`src/rtl/evmb_pkg.sv`:
```
package evmb_pkg;

    // Width of the angle inputs that make up one full turn.
    localparam int ANGLE_BITS = 16;

    // Register stages of each unit, counted from the input transfer.
    localparam int SC_LAT     = 7;
    localparam int BASIS_LAT  = 3;
    localparam int XL_LAT     = 2;
    localparam int PIPE_DEPTH = SC_LAT + BASIS_LAT + XL_LAT;

    localparam logic [14:0] QUARTER_TURN = 15'd16384;
    localparam logic [31:0] SINE_K9      = 32'd172272;
    localparam logic [31:0] SINE_K [0:3] = '{32'd5026994, 32'd85569306,
                                             32'd693598669, 32'd1686629713};
    localparam logic [16:0] ONE_Q16      = 17'd65536;

    typedef logic signed [17:0] sc_t;
    typedef logic signed [18:0] elem_t;
    typedef logic signed [31:0] word_t;

    typedef struct packed {
        elem_t x;
        elem_t y;
        elem_t z;
    } vec3_t;

    typedef struct packed {
        vec3_t u;
        vec3_t v;
        vec3_t w;
    } basis_t;

    typedef struct packed {
        word_t x;
        word_t y;
        word_t z;
    } word3_t;

endpackage

```
`src/rtl/evmb_colseq.sv`:
```
module evmb_colseq (
    input  logic             clk,
    input  logic             rst_n,
    input  logic             load,
    input  evmb_pkg::basis_t basis,
    input  evmb_pkg::word3_t xlt,
    input  evmb_pkg::word3_t pos,
    output logic             take,
    output logic             out_valid,
    input  logic             out_stall,
    output logic             matrix_select,
    output logic [1:0]       column_index,
    output logic signed [31:0] elem_row0,
    output logic signed [31:0] elem_row1,
    output logic signed [31:0] elem_row2,
    output logic signed [31:0] elem_row3,
    output logic             last_column
);
    import evmb_pkg::*;

    localparam logic [2:0] SQ_VIEW0 = 3'd0;
    localparam logic [2:0] SQ_VIEW1 = 3'd1;
    localparam logic [2:0] SQ_VIEW2 = 3'd2;
    localparam logic [2:0] SQ_VIEW3 = 3'd3;
    localparam logic [2:0] SQ_INV0  = 3'd4;
    localparam logic [2:0] SQ_INV1  = 3'd5;
    localparam logic [2:0] SQ_INV2  = 3'd6;
    localparam logic [2:0] SQ_INV3  = 3'd7;

    logic       busy_reg, busy_next;
    logic [2:0] cnt_reg, cnt_next;
    basis_t     basis_reg;
    word3_t     xlt_reg;
    word3_t     pos_reg;
    logic       fire;
    logic       done;

    function automatic word_t ext(input elem_t e);
        return 32'(e);
    endfunction

    assign fire = busy_reg && !out_stall;
    assign done = fire && (cnt_reg == SQ_INV3);
    assign take = !busy_reg || done;

    always_comb
    begin
        busy_next = busy_reg;
        cnt_next  = cnt_reg;
        if (load)
        begin
            busy_next = 1'b1;
            cnt_next  = SQ_VIEW0;
        end
        else if (fire)
        begin
            busy_next = !done;
            cnt_next  = cnt_reg + 3'd1;
        end
    end

    always_ff @(posedge clk or negedge rst_n)
    begin
        if (!rst_n)
        begin
            busy_reg <= 1'b0;
            cnt_reg  <= SQ_VIEW0;
        end
        else
        begin
            busy_reg <= busy_next;
            cnt_reg  <= cnt_next;
        end
    end

    always_ff @(posedge clk)
    begin
        if (load)
        begin
            basis_reg <= basis;
            xlt_reg   <= xlt;
            pos_reg   <= pos;
        end
    end

    assign out_valid     = busy_reg;
    assign matrix_select = cnt_reg[2];
    assign column_index  = cnt_reg[1:0];
    assign last_column   = (cnt_reg == SQ_INV3);

    always_comb
    begin
        elem_row3 = 32'sd0;
        case (cnt_reg)
            SQ_VIEW0:
            begin
                elem_row0 = ext(basis_reg.u.x);
                elem_row1 = ext(basis_reg.v.x);
                elem_row2 = ext(basis_reg.w.x);
            end
            SQ_VIEW1:
            begin
                elem_row0 = ext(basis_reg.u.y);
                elem_row1 = ext(basis_reg.v.y);
                elem_row2 = ext(basis_reg.w.y);
            end
            SQ_VIEW2:
            begin
                elem_row0 = ext(basis_reg.u.z);
                elem_row1 = ext(basis_reg.v.z);
                elem_row2 = ext(basis_reg.w.z);
            end
            SQ_VIEW3:
            begin
                elem_row0 = xlt_reg.x;
                elem_row1 = xlt_reg.y;
                elem_row2 = xlt_reg.z;
                elem_row3 = 32'(ONE_Q16);
            end
            SQ_INV0:
            begin
                elem_row0 = ext(basis_reg.u.x);
                elem_row1 = ext(basis_reg.u.y);
                elem_row2 = ext(basis_reg.u.z);
            end
            SQ_INV1:
            begin
                elem_row0 = ext(basis_reg.v.x);
                elem_row1 = ext(basis_reg.v.y);
                elem_row2 = ext(basis_reg.v.z);
            end
            SQ_INV2:
            begin
                elem_row0 = ext(basis_reg.w.x);
                elem_row1 = ext(basis_reg.w.y);
                elem_row2 = ext(basis_reg.w.z);
            end
            default:
            begin
                elem_row0 = pos_reg.x;
                elem_row1 = pos_reg.y;
                elem_row2 = pos_reg.z;
                elem_row3 = 32'(ONE_Q16);
            end
        endcase
    end

endmodule

```
`config.mk`:
```
export PLATFORM = sky130hd
export DESIGN_NAME = evmb_colseq
export DESIGN_NICKNAME = d
export VERILOG_FILES = /design/src/rtl/evmb_pkg.sv /design/src/rtl/evmb_colseq.sv
export SDC_FILE = /design/constraint.sdc
export NUM_CORES = 1
export LEC_CHECK = 0
export BUFFER_PORTS_ARGS = -buffer_cell sky130_fd_sc_hd__buf_4
export CAP_MARGIN = 10
export CORE_AREA = 2 2 193 195
export DETAILED_ROUTE_END_ITERATION = 8
export DIE_AREA = 0 0 195 197
export GPL_TIMING_DRIVEN = 0
export PLACE_DENSITY = 0.68
export SETUP_SLACK_MARGIN = 0.05
export SLEW_MARGIN = 5
export SYNTH_ARGS = -nofsm -noshare
export SYNTH_HDL_FRONTEND = slang
export SYNTH_SLANG_ARGS = --single-unit
```
`constraint.sdc`:
```
create_clock -name clk -period 6.2 [get_ports clk]
set_clock_uncertainty 0.2 [all_clocks]
set_input_delay 1.24 -clock clk [delete_from_list [all_inputs] [get_ports clk]]
set_output_delay 1.24 -clock clk [all_outputs]
set_load 0.1 [all_outputs]
```
[Word level (Yosys, flattened, before mapping)]
Index checks and enable logic that the tools add are counted.
Storage, ports and cells
  logic and storage cells: 45
  output and inout bits: 134
  register bits: 367
Cells by class
  equal/unequal tests: 7
  multiplexer cells: 8
  add/subtract/negate cells: 1
  reduce and logical (&&, ||, !) cells: 12
Operators with widths (number)
  one-hot mux 32 bit (6 select lines): 3
  2-to-1 mux 17 bit: 1
  == test 3 bit (second input constant): 4
  == test 3 x 2 -> 1 bit (second input constant): 2
  2-to-1 mux 3 bit: 2
  OR reduction 2 bit: 3
  OR reduction 6 bit: 1
  adder 3 x 1 -> 3 bit (second input constant): 1
  == test 3 x 1 -> 1 bit (second input constant): 1
  logical NOT 1 bit: 3
  logical NOT 3 bit: 1
  logical AND 1 bit: 2
  2-to-1 mux 1 bit: 2
  nonzero test 2 bit: 1
  logical OR 1 bit: 1

[Depth between registers and ports, before layout]
  depth in word-level cells: 6
  mapped depth: 10

[Least setup slack after synthesis]
No wires, ideal clock.
  kind: register -> output
  start: reg cnt_reg[0]
  end: out take
  setup slack: 0.381 ns
  data required time: 4.760 ns
  arrival: 4.379 ns
  cell stages (with the launch flop): 5
  cells stage by stage: dfrtp_1 -> ha_1 -> ha_1 -> inv_1 -> o21ai_0
On the way
  cells in the longest elaborated chain, start to end: 3
Ends and longest elaborated chain
  from (decl): RTL line evmb_colseq.sv:31  | logic [2:0] cnt_reg, cnt_next;
  from (signal assigned): RTL line evmb_colseq.sv:72  | cnt_reg <= cnt_next;
  == test 3 bit
  net last_column: RTL line evmb_colseq.sv:17  | output logic last_column
  logical AND 1 bit: RTL line evmb_colseq.sv:43  | assign done = fire && (cnt_reg == SQ_INV3);
  logical OR 1 bit: RTL line evmb_colseq.sv:44  | assign take = !busy_reg || done;
  to (decl): RTL line evmb_colseq.sv:8  | output logic take,
The timed path passes the listed nets, and every way through them passes these cells.

[Final worst setup path]
  start: reg cnt_reg[2]
  end: out elem_row2[20]
On the way
  cells in the longest elaborated chain, start to end: 3
  elaborated cells on any way between the ends: 9
  those cells by class: eq/ne: 6; mux: 1; reduce/logical: 2
Ends and longest elaborated chain
  == test 3 bit / == test 3 x 2 -> 1 bit (equally long branches): RTL line evmb_colseq.sv:94  | case (cnt_reg)
  OR reduction 2 bit (no source line)
  one-hot mux 32 bit (6 select lines) *: RTL line evmb_colseq.sv:94
  to (decl): RTL line evmb_colseq.sv:15  | output logic signed [31:0] elem_row2,
Mark *: on every way between the ends. The rest lies on a longest branch, timed or not.

==> results.sh <==
export IMPL_status="completed"
export IMPL_clock_latency_ps=560
export IMPL_start_util_pct=41.4
export IMPL_setup_viol=0
export IMPL_netlist_area_um2=15000
export IMPL_largest_register_ffs=171
export IMPL_fin_hold_ws_ps=271
export IMPL_die_area_um2=38400
export IMPL_cts_root_buf="clkbuf_16"
export IMPL_maxCapViolCount=0
export IMPL_r2r_start="cnt_reg[2]"
export IMPL_die_w_um=195
export IMPL_layout_drive_gt1_share_pct=40.3
export IMPL_cts_htree_levels=2
export IMPL_firstDrtPassIters=5
export IMPL_clock_sinks=367
export IMPL_routed_wirelength_mm=53.7
export IMPL_layout_cells_most_common="buf_4"
export IMPL_cts_buffers=41
export IMPL_ys_ff_latch=367
export IMPL_gp_congestion=0.867
export IMPL_drt_iter0_drc=821
export IMPL_cts_tree="yes"
export IMPL_dp_hpwl_mm=39.6
export IMPL_clock_fmax_mhz=171
export IMPL_cts_repair_resized=0
export IMPL_hold_violations=0
export IMPL_crit_path_end_kind="primary output"
export IMPL_nNetsFinal=1893
export IMPL_core_region_area_um2=36300
export IMPL_cts_setup_buffers=0
export IMPL_drc=0
export IMPL_cellPowerDensity_nw_per_um2=398
export IMPL_ant_nets=0
export IMPL_tightestPinTransition_ps=991
export IMPL_critPathArrivalTime_ps=4420
export IMPL_port_buffers=469
export IMPL_cts_hold_buf=0
export IMPL_fin_crit_sh_pct=94.4
export IMPL_hp_class="in2async"
export IMPL_die_h_um=197
export IMPL_rsz0062_at_grt="no"
export IMPL_worst_path_max_fanout=10
export IMPL_cts_buffer_depth=3
export IMPL_area_delta_synth_final_pct=37.8
export IMPL_wire_per_inst_um=26.6
export IMPL_synth_edf_count=363
export IMPL_grt_start_max_net_pins=128
export IMPL_ys_warnings_count=0
export IMPL_rows=70
export IMPL_ioPinCount=501
export IMPL_power_leakage_nw=8.05
export IMPL_syn_inst=974
export IMPL_layout_cells_most_common_list="buf_4, edfxtp_1, nand2_1"
export IMPL_vias=11174
export IMPL_slew_headroom_pct=33.3
export IMPL_period_minus_slack_ps=5860
export IMPL_setup_tns_ps=0
export IMPL_slew_violations=0
export IMPL_worstPathRequired_ps=4760
export IMPL_overflow=0
export IMPL_ir_worst_vdd_mv=0.293
export IMPL_via_per_inst=5.52
export IMPL_criticalPathCategory="reg2out"
export IMPL_timing_rr_end="cnt_reg[2]"
export IMPL_synth_yosys_seq_area_share_pct=73.3
export IMPL_ys_flop_type="edfxtp_1"
export IMPL_grt_antenna_before_repair=8
export IMPL_grt_use_total_pct=27.4
export IMPL_fill_cells=2977
export IMPL_postSynthAreaPerCell_um2=15.4
export IMPL_grt_pass1_vias=11301
export IMPL_start_kind="flop"
export IMPL_yosysUniqueCellTypes=39
export IMPL_clkTransAtPathRegs_ps=60
export IMPL_grt_pass1_wl_mm=75.6
export IMPL_async_flop_share_pct=1.09
export IMPL_rr_worst_depth=5
export IMPL_worst_r2r_setup_slack_ps=4290
==> worst max-delay path: stages, from the launching register on <==
cell and delay, ps:
dfrtp_1 420, buf_6 170, buf_2 230, inv_1 120, ha_1 140, clkbuf_1 630
clkbuf_1 670, clkbuf_1 620, nand2_1 130, a41oi_1 340, buf_4 350
==> metrics by stage <==
| stage | power [mW] | cell area (um^2) | worst slack, ps | std cells | util (%) |
|---|---|---|---|---|---|
| finish | 8.23 | 20700 | 345 | 2023 | 57.0 |
| global route | 8.46 | 20700 | 147 | 2022 | 57.0 |
| CTS | 8.27 | 20700 | 350 | 2017 | 57.0 |
| detailed placement | 5.82 | 19300 | 956 | 1944 | 53.3 |
| global placement | 5.81 | 19200 | 943 | 1941 | 53.0 |
| floorplan | 5.00 | 15100 | 381 | 1004 | - |
==> cell type report <==
| cell class | count | area, um^2 | share of cell area (%) |
|---|---|---|---|
| Clock inverter | 23 | 268 | 1.29 |
| Timing Repair Buffer | 472 | 3610 | 17.5 |
| Sequential cell | 367 | 11000 | 53.2 |
| Antenna cell | 6 | 15.0 | 0.0726 |
| Buffer | 115 | 603 | 2.92 |
| Tap cell | 468 | 586 | 2.83 |
| Clock buffer | 50 | 1080 | 5.23 |
| Inverter | 4 | 15.0 | 0.0726 |
| Multi-Input combinational cell | 518 | 3510 | 16.9 |
==> power by group <==
group | switching (mW) | internal, mW | total (mW)
registers | 0.0847 | 2.95 | 3.04
clock network | 0.998 | 1.46 | 2.45
logic | 2.10 | 0.642 | 2.74
==> cell usage after synthesis (6+ instances only) <==
master | number | area (um^2)
a221oi_1 | 53 | 464
nor2b_1 | 6 | 37.5
edfxtp_1 | 363 | 10900
buf_4 | 32 | 240
a41oi_1 | 12 | 105
nor2_1 | 35 | 131
buf_2 | 17 | 85.1
o32a_1 | 14 | 140
a21oi_1 | 14 | 70.1
nand3_1 | 6 | 30.0
ha_1 | 7 | 87.6
nand2_1 | 91 | 342
mux2_2 | 40 | 450
a31oi_1 | 68 | 425
a22o_1 | 68 | 596
clkbuf_1 | 62 | 233
nor4_1 | 50 | 313
==> routing by layer <==
layer  vias up  routed length [um]  share of wire, %  global-route usage (%)
met5         -                  30             0.056                       0
met4         4                1810               3.4                    10.5
li1       5001                   -                 -                       -
met2       632               26000                48                    45.5
met3       106                4750               8.8                    6.96
met1      5431               21200                39                    34.7
==> how the worst max path moves through the flow <==
stage               start             to  slack [ps]  depth (start not counted)
2_1_floorplan  cnt_reg[0]           take         380                          4
3_3_place_gp   cnt_reg[2]  elem_row2[20]         940                         10
3_5_place_dp   cnt_reg[2]  elem_row2[20]         960                         10
4_1_cts        cnt_reg[2]  elem_row2[20]         350                         10
5_1_grt        cnt_reg[2]  elem_row2[20]         150                         10
6_report       cnt_reg[2]  elem_row2[20]         340                         10
==> kinds of logic after synthesis <==
group | synth area share [%]
compound gates | 12.8
xor+xnor | 0.0584
fa+ha+maj | 0.583
buf+inv | 4.12
flops | 73.3
mux | 3.13
other cells | 0.0250
simple gates | 6.03
Power figures use the tool's default switching activity.
